## src/sv/base64_stream_decoder_defines.svh

```systemverilog
// ----------------------------------------------------------------------------
// Base64 stream decoder assertion macros
// Shared concurrent check macros; they compile to nothing under synthesis.
// ----------------------------------------------------------------------------
`ifndef BASE64_STREAM_DECODER_DEFINES_SVH
`define BASE64_STREAM_DECODER_DEFINES_SVH

`ifndef SYNTHESIS

// Condition must hold at every clock edge outside reset.
`define B64D_ASSERT_ALWAYS(lbl, clk_s, rstn_s, cond) \
  lbl: assert property (@(posedge clk_s) disable iff (!rstn_s) (cond)) \
    else $error("b64d: check failed");

// Consequent must hold in the same cycle as the antecedent.
`define B64D_ASSERT_IMPL(lbl, clk_s, rstn_s, ante, cons) \
  lbl: assert property (@(posedge clk_s) disable iff (!rstn_s) (ante) |-> (cons)) \
    else $error("b64d: check failed");

// Consequent must hold in the cycle after the antecedent.
`define B64D_ASSERT_NEXT(lbl, clk_s, rstn_s, ante, cons) \
  lbl: assert property (@(posedge clk_s) disable iff (!rstn_s) (ante) |=> (cons)) \
    else $error("b64d: check failed");

`else

`define B64D_ASSERT_ALWAYS(lbl, clk_s, rstn_s, cond)
`define B64D_ASSERT_IMPL(lbl, clk_s, rstn_s, ante, cons)
`define B64D_ASSERT_NEXT(lbl, clk_s, rstn_s, ante, cons)

`endif

`endif

```

## src/sv/b64d_pkg.sv

```systemverilog
// ----------------------------------------------------------------------------
// Base64 stream decoder package
// Item types, the decode job passed from front to back, and symbol lookup.
// ----------------------------------------------------------------------------
`default_nettype none

package b64d_pkg;

  typedef struct packed {
    logic [7:0] char_code;
    logic       end_of_text;
  } in_item_t;

  typedef struct packed {
    logic [7:0] data_byte;
    logic       byte_present;
    logic       end_of_output;
  } out_item_t;

  // One decoded character's worth of results: up to three bytes.
  typedef struct packed {
    logic [2:0][7:0] bytes;
    logic [1:0]      last_idx;
    logic            present;
    logic            eot;
  } b64d_job_t;

  typedef struct packed {
    logic       valid;
    logic [5:0] value;
  } b64d_sym_t;

  localparam logic [7:0] CHR_CR      = 8'h0D;
  localparam logic [7:0] CHR_LF      = 8'h0A;
  localparam logic [7:0] CHR_UPPER_A = 8'h41;
  localparam logic [7:0] CHR_UPPER_Z = 8'h5A;
  localparam logic [7:0] CHR_LOWER_A = 8'h61;
  localparam logic [7:0] CHR_LOWER_Z = 8'h7A;
  localparam logic [7:0] CHR_DIGIT_0 = 8'h30;
  localparam logic [7:0] CHR_DIGIT_9 = 8'h39;
  localparam logic [7:0] CHR_PLUS    = 8'h2B;
  localparam logic [7:0] CHR_SLASH   = 8'h2F;

  // Map a character to its 6-bit symbol value; anything else is zero.
  function automatic b64d_sym_t symbol_decode(input logic [7:0] ch);
    logic [7:0] diff;
    b64d_sym_t  res;
    diff = 8'h00;
    res  = '0;
    if (ch >= CHR_UPPER_A && ch <= CHR_UPPER_Z) begin
      diff      = ch - CHR_UPPER_A;
      res.valid = 1'b1;
    end else if (ch >= CHR_LOWER_A && ch <= CHR_LOWER_Z) begin
      diff      = ch - CHR_LOWER_A + 8'd26;
      res.valid = 1'b1;
    end else if (ch >= CHR_DIGIT_0 && ch <= CHR_DIGIT_9) begin
      diff      = ch - CHR_DIGIT_0 + 8'd52;
      res.valid = 1'b1;
    end else if (ch == CHR_PLUS) begin
      diff      = 8'd62;
      res.valid = 1'b1;
    end else if (ch == CHR_SLASH) begin
      diff      = 8'd63;
      res.valid = 1'b1;
    end
    res.value = diff[5:0];
    return res;
  endfunction

endpackage

`default_nettype wire

```

## src/sv/b64d_front.sv

```systemverilog
// ----------------------------------------------------------------------------
// Base64 stream decoder front end
// Classifies each character, tracks the group, and builds a result job.
// ----------------------------------------------------------------------------
`default_nettype none
`include "base64_stream_decoder_defines.svh"

module b64d_front (
  input  logic                clk,
  input  logic                rst_n,
  input  logic                accept_i,
  input  b64d_pkg::in_item_t  item_i,
  output logic                push_o,
  output b64d_pkg::b64d_job_t job_o
);
  import b64d_pkg::*;

  logic [5:0] sym0_r, sym1_r, sym2_r;
  logic [5:0] sym0_nxt, sym1_nxt, sym2_nxt;
  logic [1:0] pos_r, pos_nxt;
  logic       stopped_r, stopped_nxt;
  logic       begun_r, begun_nxt;

  b64d_sym_t       sym;
  logic            skip;
  logic [2:0][7:0] bytes;
  logic [1:0]      n_bytes;
  logic            eot;

  assign sym = symbol_decode(item_i.char_code);
  assign eot = item_i.end_of_text;

  always_comb begin
    sym0_nxt    = sym0_r;
    sym1_nxt    = sym1_r;
    sym2_nxt    = sym2_r;
    pos_nxt     = pos_r;
    stopped_nxt = stopped_r;
    begun_nxt   = begun_r;
    bytes       = '0;
    n_bytes     = 2'd0;
    skip        = begun_r && (pos_r == 2'd0) &&
                  (item_i.char_code == CHR_CR || item_i.char_code == CHR_LF);

    if (!stopped_r) begin
      if (!skip) begin
        case (pos_r)
          2'd0: begin
            sym0_nxt = sym.value;
            pos_nxt  = 2'd1;
          end
          2'd1: begin
            if (!sym.valid) begin
              bytes[0]    = {sym0_r, 2'b00};
              n_bytes     = 2'd1;
              stopped_nxt = 1'b1;
            end else begin
              sym1_nxt = sym.value;
              pos_nxt  = 2'd2;
            end
          end
          2'd2: begin
            if (!sym.valid) begin
              bytes[0]    = {sym0_r, sym1_r[5:4]};
              n_bytes     = 2'd1;
              stopped_nxt = 1'b1;
            end else begin
              sym2_nxt = sym.value;
              pos_nxt  = 2'd3;
            end
          end
          default: begin
            bytes[0] = {sym0_r, sym1_r[5:4]};
            bytes[1] = {sym1_r[3:0], sym2_r[5:2]};
            if (!sym.valid) begin
              n_bytes     = 2'd2;
              stopped_nxt = 1'b1;
            end else begin
              bytes[2] = {sym2_r[1:0], sym.value};
              n_bytes  = 2'd3;
              pos_nxt  = 2'd0;
            end
          end
        endcase
      end
      begun_nxt = 1'b1;

      // A group cut short by the end of text flushes as if the next symbol
      // were invalid. No byte was produced above in any of these cases.
      if (eot && !stopped_nxt) begin
        case (pos_nxt)
          2'd1: begin
            bytes[0] = {sym0_nxt, 2'b00};
            n_bytes  = 2'd1;
          end
          2'd2: begin
            bytes[0] = {sym0_nxt, sym1_nxt[5:4]};
            n_bytes  = 2'd1;
          end
          2'd3: begin
            bytes[0] = {sym0_nxt, sym1_nxt[5:4]};
            bytes[1] = {sym1_nxt[3:0], sym2_nxt[5:2]};
            n_bytes  = 2'd2;
          end
          default: begin
            n_bytes = n_bytes;
          end
        endcase
      end
    end

    if (eot) begin
      sym0_nxt    = 6'd0;
      sym1_nxt    = 6'd0;
      sym2_nxt    = 6'd0;
      pos_nxt     = 2'd0;
      stopped_nxt = 1'b0;
      begun_nxt   = 1'b0;
    end
  end

  always_comb begin
    job_o.bytes    = bytes;
    job_o.eot      = eot;
    job_o.present  = (n_bytes != 2'd0);
    job_o.last_idx = (n_bytes == 2'd0) ? 2'd0 : n_bytes - 2'd1;
    push_o         = accept_i && ((n_bytes != 2'd0) || eot);
  end

  always_ff @(posedge clk) begin
    if (!rst_n) begin
      sym0_r    <= 6'd0;
      sym1_r    <= 6'd0;
      sym2_r    <= 6'd0;
      pos_r     <= 2'd0;
      stopped_r <= 1'b0;
      begun_r   <= 1'b0;
    end else if (accept_i) begin
      sym0_r    <= sym0_nxt;
      sym1_r    <= sym1_nxt;
      sym2_r    <= sym2_nxt;
      pos_r     <= pos_nxt;
      stopped_r <= stopped_nxt;
      begun_r   <= begun_nxt;
    end
  end

  `B64D_ASSERT_NEXT(a_front_eot_clears, clk, rst_n, accept_i && eot, (pos_r == 2'd0) && !stopped_r && !begun_r)
  `B64D_ASSERT_IMPL(a_front_eot_pushes, clk, rst_n, accept_i && eot, push_o)

endmodule

`default_nettype wire

```

## src/sv/b64d_queue.sv

```systemverilog
// ----------------------------------------------------------------------------
// Base64 stream decoder job queue
// Small first-in first-out store of jobs between front and back.
// ----------------------------------------------------------------------------
`default_nettype none
`include "base64_stream_decoder_defines.svh"

module b64d_queue #(
  parameter int unsigned DEPTH = 4
) (
  input  logic                clk,
  input  logic                rst_n,
  input  logic                push_i,
  input  b64d_pkg::b64d_job_t data_i,
  input  logic                pop_i,
  output b64d_pkg::b64d_job_t data_o,
  output logic                full_o,
  output logic                empty_o
);
  import b64d_pkg::*;

  localparam int unsigned AW = (DEPTH > 1) ? $clog2(DEPTH) : 1;
  localparam int unsigned CW = $clog2(DEPTH + 1);

  b64d_job_t       mem_r [DEPTH];
  logic [AW-1:0]   wr_ptr_r, wr_ptr_nxt;
  logic [AW-1:0]   rd_ptr_r, rd_ptr_nxt;
  logic [CW-1:0]   count_r, count_nxt;
  logic            do_push, do_pop;

  assign full_o  = (count_r == CW'(DEPTH));
  assign empty_o = (count_r == '0);
  assign do_push = push_i && !full_o;
  assign do_pop  = pop_i && !empty_o;
  assign data_o  = mem_r[rd_ptr_r];

  always_comb begin
    wr_ptr_nxt = wr_ptr_r;
    rd_ptr_nxt = rd_ptr_r;
    count_nxt  = count_r;
    if (do_push) begin
      wr_ptr_nxt = (wr_ptr_r == AW'(DEPTH - 1)) ? '0 : wr_ptr_r + AW'(1);
    end
    if (do_pop) begin
      rd_ptr_nxt = (rd_ptr_r == AW'(DEPTH - 1)) ? '0 : rd_ptr_r + AW'(1);
    end
    if (do_push && !do_pop) begin
      count_nxt = count_r + CW'(1);
    end else if (do_pop && !do_push) begin
      count_nxt = count_r - CW'(1);
    end
  end

  always_ff @(posedge clk) begin
    if (do_push) begin
      mem_r[wr_ptr_r] <= data_i;
    end
  end

  always_ff @(posedge clk) begin
    if (!rst_n) begin
      wr_ptr_r <= '0;
      rd_ptr_r <= '0;
      count_r  <= '0;
    end else begin
      wr_ptr_r <= wr_ptr_nxt;
      rd_ptr_r <= rd_ptr_nxt;
      count_r  <= count_nxt;
    end
  end

  `B64D_ASSERT_ALWAYS(a_queue_count_bound, clk, rst_n, count_r <= CW'(DEPTH))
  `B64D_ASSERT_IMPL(a_queue_no_overflow, clk, rst_n, push_i, !full_o)

endmodule

`default_nettype wire

```

## src/sv/b64d_back.sv

```systemverilog
// ----------------------------------------------------------------------------
// Base64 stream decoder back end
// Holds the current job and hands out its results one item per cycle while pop is high and a job is held.
// ----------------------------------------------------------------------------
`default_nettype none
`include "base64_stream_decoder_defines.svh"

module b64d_back (
  input  logic                clk,
  input  logic                rst_n,
  input  logic                q_empty_i,
  input  b64d_pkg::b64d_job_t q_data_i,
  output logic                q_pop_o,
  input  logic                pop_i,
  output logic                empty_o,
  output b64d_pkg::out_item_t item_o
);
  import b64d_pkg::*;

  b64d_job_t  cur_r, cur_nxt;
  logic       cur_valid_r, cur_valid_nxt;
  logic [1:0] idx_r, idx_nxt;
  logic       take, finish, load;
  logic [7:0] sel_byte;

  assign take    = cur_valid_r && pop_i;
  assign finish  = take && (idx_r == cur_r.last_idx);
  assign load    = !cur_valid_r || finish;
  assign q_pop_o = load && !q_empty_i;

  always_comb begin
    cur_nxt       = cur_r;
    cur_valid_nxt = cur_valid_r;
    idx_nxt       = idx_r;
    if (load) begin
      cur_nxt       = q_data_i;
      cur_valid_nxt = !q_empty_i;
      idx_nxt       = 2'd0;
    end else if (take) begin
      idx_nxt = idx_r + 2'd1;
    end
  end

  always_comb begin
    case (idx_r)
      2'd0:    sel_byte = cur_r.bytes[0];
      2'd1:    sel_byte = cur_r.bytes[1];
      2'd2:    sel_byte = cur_r.bytes[2];
      default: sel_byte = 8'h00;
    endcase
  end

  assign empty_o              = !cur_valid_r;
  assign item_o.data_byte     = sel_byte;
  assign item_o.byte_present  = cur_r.present;
  assign item_o.end_of_output = cur_r.eot && (idx_r == cur_r.last_idx);

  always_ff @(posedge clk) begin
    cur_r <= cur_nxt;
  end

  always_ff @(posedge clk) begin
    if (!rst_n) begin
      cur_valid_r <= 1'b0;
      idx_r       <= 2'd0;
    end else begin
      cur_valid_r <= cur_valid_nxt;
      idx_r       <= idx_nxt;
    end
  end

  `B64D_ASSERT_IMPL(a_back_idx_bound, clk, rst_n, cur_valid_r, idx_r <= cur_r.last_idx)
  `B64D_ASSERT_IMPL(a_back_empty_job, clk, rst_n, cur_valid_r && !cur_r.present, cur_r.eot && (cur_r.last_idx == 2'd0))

endmodule

`default_nettype wire

```

## src/sv/base64_stream_decoder.sv

```systemverilog
// ----------------------------------------------------------------------------
// Base64 stream decoder
// Decodes a Base64 character stream into bytes, one character per clock while full is low.
// ----------------------------------------------------------------------------
//
//   Channel   Handshake     Payload
//   input     push / full   in_item  (char_code, end_of_text)
//   result    pop / empty   out_item (data_byte, byte_present, end_of_output)
//
// The front end takes one character per clock whenever full is low and
// turns it into a job of one to three result items, or into no job. The
// back end drains jobs at one result item per clock while pop is high,
// so the items of one character leave one after another; the result port
// sets the sustained rate. An item reaches the result ports once its job
// has been written into the queue and then loaded into the back end's
// register. Reset is synchronous. The job queue lets the front keep
// accepting while the result side stalls, until the queue fills.
//
// Decoding follows the usual Base64 alphabet. A group of four symbols gives
// three bytes. CR and LF are skipped only between groups and never as the
// first character of a string. An invalid or missing symbol in the second
// or third place yields one byte, in the fourth place two bytes, and the
// rest of the string is then ignored. The end of a string always produces
// an item marked with end_of_output; if no byte is due, that item carries
// byte_present low and a zero byte.
// ----------------------------------------------------------------------------
`default_nettype none

module base64_stream_decoder #(
  parameter int unsigned QUEUE_DEPTH = 4
) (
  input  logic                clk,
  input  logic                rst_n,
  input  logic                push,
  output logic                full,
  input  b64d_pkg::in_item_t  in_item,
  output logic                empty,
  input  logic                pop,
  output b64d_pkg::out_item_t out_item
);
  import b64d_pkg::*;

  // Jobs travel from the front end through the queue to the back end.
  logic      in_accept;
  logic      job_push;
  b64d_job_t job_in;
  b64d_job_t job_out;
  logic      job_pop;
  logic      q_full;
  logic      q_empty;

  // A character is taken whenever the queue has room for its job, even if
  // it turns out to produce no job at all.
  assign full      = q_full;
  assign in_accept = push && !q_full;

  b64d_front u_front (
    .clk      (clk),
    .rst_n    (rst_n),
    .accept_i (in_accept),
    .item_i   (in_item),
    .push_o   (job_push),
    .job_o    (job_in)
  );

  b64d_queue #(
    .DEPTH (QUEUE_DEPTH)
  ) u_queue (
    .clk     (clk),
    .rst_n   (rst_n),
    .push_i  (job_push),
    .data_i  (job_in),
    .pop_i   (job_pop),
    .data_o  (job_out),
    .full_o  (q_full),
    .empty_o (q_empty)
  );

  // The back end keeps the job in flight in its own register, so the queue
  // entry is released as soon as the job is loaded.
  b64d_back u_back (
    .clk       (clk),
    .rst_n     (rst_n),
    .q_empty_i (q_empty),
    .q_data_i  (job_out),
    .q_pop_o   (job_pop),
    .pop_i     (pop),
    .empty_o   (empty),
    .item_o    (out_item)
  );

endmodule

`default_nettype wire

```

## config.mk

```make
export PLATFORM = sky130hd
export DESIGN_NAME = base64_stream_decoder
export DESIGN_NICKNAME = d
export VERILOG_FILES = /design/src/sv/b64d_pkg.sv /design/src/sv/b64d_front.sv /design/src/sv/b64d_queue.sv /design/src/sv/b64d_back.sv /design/src/sv/base64_stream_decoder.sv
export VERILOG_INCLUDE_DIRS = /design/src /design/src/sv
export SDC_FILE = /design/constraint.sdc
export NUM_CORES = 1
export LEC_CHECK = 0
export BUFFER_PORTS_ARGS = -buffer_cell sky130_fd_sc_hd__clkbuf_2
export CAP_MARGIN = 20
export CORE_AREA = 2 2 165 167
export CTS_CLUSTER_SIZE = 20
export DETAILED_ROUTE_END_ITERATION = 7
export DIE_AREA = 0 0 167 169
export GPL_TIMING_DRIVEN = 0
export HOLD_SLACK_MARGIN = 0.08
export PLACE_DENSITY = 0.55
export SYNTH_ARGS = -nofsm -noshare
export SYNTH_HDL_FRONTEND = slang
export SYNTH_SLANG_ARGS = --single-unit
```

## constraint.sdc

```tcl
create_clock -name clk -period 3.42 [get_ports clk]
set_input_delay 0.171 -clock clk [delete_from_list [all_inputs] [get_ports clk]]
set_output_delay 0.171 -clock clk [all_outputs]
set_load 0.005 [all_outputs]
```

Word-level counts from Yosys, hierarchy flattened
Memory sizes are Yosys's and may differ from the RTL's. A register that Yosys moved wholly into a read port is not among the register bits.
Cells that the tools add are included.

storage, ports and cells
  memory bits (read-only) = 0
  input bits = 13
  memory bits (writable) = 112
  register bits = 32
  memories kept = 1
  word-level logic and storage cells = 153
  latch bits = 0

memory list
  memory         depth  bits a word  rd ports  clocked after Yosys merged registers in  write ports  RTL line          source
  u_queue.mem_r  4      28           1         1                                        1            b64d_queue.sv:25  b64d_job_t mem_r [DEPTH];

operators by class
  div/mod/pow operators = 0
  equal/unequal tests = 17
  mux-type cells = 65
  add/subtract/negate cells = 11
  bitwise operators = 1
  shift operators = 0
  reductions and logical operators = 40
  $mul = 0
  magnitude comparators = 6

operators with widths
  operator             count
  $mux 6               19
  $mux 24              2
  $pmux 8 s3           2
  $mux 16              2
  $mux 8               4
  $mux 2               13
  $mux 1               17
  $eq 8x4->1 const B   2
  $eq 8x6->1 const B   2
  $ge 8x7->1 const B   2
  $le 8x7->1 const B   2
  $logic_and 1x1->1    16
  $pmux 8 s2           1
  $eq 2x2->1 const B   6
  $sub 6x6->6 const B  2
  $ge 8x6->1 const B   1
  $le 8x6->1 const B   1
  $pmux 2 s2           2
  $reduce_bool 2->1    4
  $reduce_or 2->1      4
  $add 2x1->2 const B  3
  $add 6x5->6 const B  1
  $add 6x6->6 const B  1
  $eq 2x1->1 const B   3
  17 further kinds     28

Depth between registers and ports, before layout
  word-level depth = 23
  mapped depth = 16

Hierarchy
A second synthesis with hierarchy kept.

unflattened totals
  cells, all modules = 570
  area total of the unflattened synthesis = 8147.8 um^2

by module, submodules not included
  module                 area an instance (um^2)  cells each  times used
  b64d_queue             4570.6                   197         1
  b64d_front             2341.0                   297         1
  b64d_back              1222.4                   75          1
  base64_stream_decoder  13.8                     1           1

Worst setup path before layout
Ideal clock, no wire load.

  path kind = register to register
  start = reg u_front.pos_r[0]
  end = reg u_queue.count_r[2]
  path slack = 0.289 ns
  library setup time = 0.070 ns
  stages on the path, launching flop included = 13
  data required time = 3.350 ns
  arrival = 3.061 ns
  cells stage by stage = dfxtp_1 > inv_1 > ha_1 > nor4bb_1 > a31oi_1 > nand4_1 > a31oi_4 > ha_1 > inv_1 > fa_1 > xor2_1 > or3_1 > a21oi_1

between the ends
  word-level cells in the longest chain between the ends = 17
  elaborated cells between the ends (all ways) = 35
  classes of those cells = eq/ne (5); mux (15); reduce/logical (15)

ends and longest elaborated chain
  what                                                                RTL line           source
  start: declaration                                                  b64d_front.sv:20   logic [1:0] pos_r, pos_nxt;
  start signal: assignment                                            b64d_front.sv:142  pos_r <= pos_nxt;
  parallel branches: the longest is 8 deep, another holds $pmux 2 s3  -
  $mux 2 (*)                                                          b64d_front.sv:90   if (eot && !stopped_nxt) begin
  $mux 2 (*)                                                          b64d_front.sv:45   if (!stopped_r) begin
  $reduce_bool 2->1 (*)                                               b64d_front.sv:127  push_o = accept_i && ((n_bytes != 2'd0) || eot);
  $logic_or 1x1->1 (*)                                                b64d_front.sv:127
  $logic_and 1x1->1 (*)                                               b64d_front.sv:127
  $logic_and 1x1->1 (*)                                               b64d_queue.sv:33   assign do_push = push_i && !full_o;
  named net u_queue.do_push                                           b64d_queue.sv:29   logic do_push, do_pop;
  $logic_not 1->1                                                     b64d_queue.sv:49   end else if (do_pop && !do_push) begin
  $logic_and 1x1->1                                                   b64d_queue.sv:49
  $reduce_bool 2->1 (no line)                                         -
  end signal: assignment                                              b64d_queue.sv:68   count_r <= count_nxt;
  end: declaration                                                    b64d_queue.sv:28   logic [CW-1:0] count_r, count_nxt;

Mark *: on every way through the listed nets, which the timed path passes. The select of a mux whose other input is x is not followed.
A chain may end at the register's enable or synchronous reset.

==> results.json <==
{
  "dr_total_vias": 4874,
  "clk_pin_slew_ns": 0.07,
  "cap_violations": 0,
  "reg2reg_depth": 13,
  "cp.arrival_ns": 3.43,
  "final_cells": 957,
  "grt_usage_pct": 13.0,
  "avgSynthCellArea_um2": 14.1,
  "critPathKind": "reg -> reg",
  "synth_cells": 555,
  "peakVddDrop_uv": 353,
  "path_cells": "inv_1 -> ha_4 -> nor4bb_4 -> a31oi_4 -> nand3_1 -> o21ai_0 -> a211oi_2 -> buf_4 -> ha_2 -> nand2_1 -> a21o_1 -> o22ai_1 -> o2bb2ai_1",
  "crit_end": "u_queue.mem_r[0][17]$_DFFE_PP_",
  "tightest_slew_ns": 1.25,
  "synth_top_area_share_pct": 53.8,
  "drive_gt1_share_pct": 22.4,
  "synth_async_sr_flop_share_pct": 0,
  "clock_skew_ns": 0.00982,
  "rsz0062_at_grt": "false",
  "path_max_fanout": 8,
  "synth_area_leaders": "edfxtp_1 54%, dfxtp_1 8.2%, mux4_2 8.1%",
  "synth_warnings": 0,
  "startpoint": "u_front.pos_r[1]$_SDFFE_PN0P_",
  "fin_crit_ns": 3.24,
  "fill_cells": 2556,
  "cts_tree": "built",
  "finalCritPeriodShare_pct": 94.6,
  "slew-limit-headroom_pct": 15.8,
  "fmax_mhz": 309,
  "syn_nets": 599,
  "ys_seq_area_share_pct": 62.0,
  "final_max_slew_viol_count": 0,
  "hold_violations": 0,
  "ios": 25,
  "num_rows": 60,
  "endpoint_kind": "flop",
  "min_from": "push",
  "syn_to_final_growth_pct": 17.8,
  "synth_common_cells": "140 x edfxtp_1, 40 x nand2_1, 34 x nor2_1",
  "grt_pass1_vias": 5062,
  "setup_viol": 0,
  "synth_edf_count": 140,
  "fp.dieH_um": 169,
  "grt_max_degree": 29,
  "cp_num_buf_inv": 2,
  "cts_max_level": 4,
  "root_buffer": "clkbuf_16",
  "routedWlPerCell_um": 18.8,
  "cts.path.max_buffers": 2,
  "core-area_um2": 26500,
  "wirelength_um": 18000,
  "p_leak_nw": 3.19,
  "r2r-end": "u_queue.mem_r[0][17]$_DFFE_PP_",
  "nNetsFinal": 647,
  "drt_iter0_drc": 313,
  "multi_input_area_um2": 2960,
  "drc_errors": 0,
  "post_drt_via_cell_ratio": 5.09,
  "netlist_area_um2": 7820,
  "die_w_um": 167,
  "start_kind": "flop",
  "synth-seq-cells": 172,
  "gp_congestion": 0.859,
  "synth_ff_type": "edfxtp_1",
  "design.die.area_um2": 28200,
  "clkLatencyLatePin_ns": 0.43,
  "cts_sinks": 172,
  "status": "finished, final reports clean",
  "dp.final_hpwl_um": 12500,
  "slowest_delay_ns": 0.37,
  "antenna_left": 0,
  "grt-ovfl-total": 0,
  "antenna_cells": 0,
  "r2r_slack_ns": 0.18,
  "fin_setup_tns_ns": 0,
  "yosysMostFrequentCell": "edfxtp_1",
  "path_delay_family": "compound AO/OA/AOI/OAI gates",
  "hold_path_class": "in -> reg",
  "required_ns": 3.61,
  "grt_antenna_before_repair": 0,
  "grt_pass1_wl_um": 27900,
  "synth_cell_types": 72,
  "timing.rr.start": "u_front.pos_r[1]$_SDFFE_PN0P_",
  "crit_slowest_cell": "dfxtp_2",
  "io_buffers": 22,
  "dp.cells": 919,
  "ff_latch_area_um2": 4850,
  "dr.pass1.iters": 5,
  "powerDensity_nw_per_um2": 636,
  "power.total_mw": 5.86,
  "cts_made_buffers": 17,
  "cp_num_cells": 13,
  "yosysTopAreaCell": "edfxtp_1",
  "start_util_pct": 29.5
}
==> worst min-delay path: stages <==
cell and delay (ns):
clkbuf_2 0.11, a31oi_1 0.18, o21a_1 0.11
==> power by group <==
group          internal (mW)  switching [mW]
Clock                   1.11           0.821
Combinational          0.519           0.677
Sequential              2.62           0.108
Total                   4.25            1.61
==> how the worst min path moves through the flow <==
| stage | end | slack (ns) | depth (start not counted) |
|---|---|---|---|
| 2_1_floorplan | u_queue.mem_r[0][0]$_DFFE_PP_ | 0.27 | 0 |
| 3_3_place_gp | u_front.sym0_r[2]$_SDFFE_PN0P_ | 0.44 | 2 |
| 3_5_place_dp | u_front.sym0_r[3]$_SDFFE_PN0P_ | 0.44 | 2 |
| 4_1_cts | u_front.begun_r$_SDFFE_PN0P_ | 0.16 | 3 |
| 5_1_grt | u_front.begun_r$_SDFFE_PN0P_ | 0.19 | 3 |
| 6_report | u_front.begun_r$_SDFFE_PN0P_ | 0.19 | 3 |
==> area by class of cell <==
| cell class | count | share of cell area [%] |
|---|---|---|
| multi-input cells | 333 | 32.1 |
| well taps | 341 | 4.63 |
| plain buffers | 19 | 0.923 |
| flip-flops and latches | 172 | 52.6 |
| clock inverters | 14 | 1.71 |
| clock buffers | 18 | 4.77 |
| inverters | 31 | 1.26 |
| repair buffers | 29 | 2.04 |
==> per-layer routing <==
layer / share of wire, % / vias up / GRT usage [%]
li1: - / 2277 / -
met1: 43 / 2464 / 15.6
met2: 52 / 111 / 23.2
met3: 3.6 / 22 / 2.62
met4: 1.7 / 0 / 4.72
met5: 0 / - / 0
==> layout by cell type, fill, tap and decap left out, types with 5 or more instances in the layout <==
master,count
buf_4,6
nand2_1,40
nor2_1,33
clkbuf_2,22
ha_1,27
nor3_1,5
dfxtp_1,30
o21ai_1,8
clkbuf_16,17
edfxtp_1,140
nand3_1,13
nor2b_1,6
and3_1,6
o22ai_1,6
nand4_1,7
o22ai_2,5
mux4_2,28
inv_1,29
a21oi_1,17
o21ai_0,8
o2bb2ai_1,13
clkbuf_1,10
a222oi_1,8
==> state kept, by name (all words and copies together), names as in the netlist, 2 cells and up <==
register,cells
u_back.idx_r,2
u_queue.count_r,3
u_front.pos_r,2
u_queue.rd_ptr_r,2
u_back.cur_r,27
u_queue.wr_ptr_r,2
u_queue.mem_r,112
u_front.sym0_r,6
u_front.sym2_r,6
u_front.sym1_r,6
==> timing repair <==
| action | 4_1_cts | 5_1_grt |
|---|---|---|
| pin swaps | 4 | 3 |
| gates resized for setup | 15 | 20 |
| endpoints found under the hold margin | 5 | 0 |
| endpoints found under the setup margin | 104 | 77 |
| hold buffers | 2 | 0 |
| buffers inserted | 3 | 1 |
==> kinds of logic (layout without fill, tap and decap cells) <==
logic type               Yosys count  after routing  share of synthesized area [%]
AND/OR/NAND/NOR                  144            144                           9.47
flip-flops                       172            172                           62.0
adder cells (fa/ha/maj)           31             31                           5.06
AO/OA/AOI/OAI                    121            121                           11.8
multiplexers                      32             32                           8.58
XOR/XNOR                           5              5                          0.560
buffers and inverters             50            111                           2.54
==> stage by stage <==
step                      worst slack [ns]  hold slack (ns)  util, %  cell area, um^2
after floorplan                      0.289            0.270        -             7820
after global placement              -0.668            0.442     31.5             8360
after detailed placement            -0.680            0.444     31.7             8390
after CTS                          0.00879            0.161     34.3             9100
after global routing                0.0188            0.189     34.8             9220
final                                0.184            0.189     34.8             9220
Note: power is estimated with default switching activity, not from simulation.
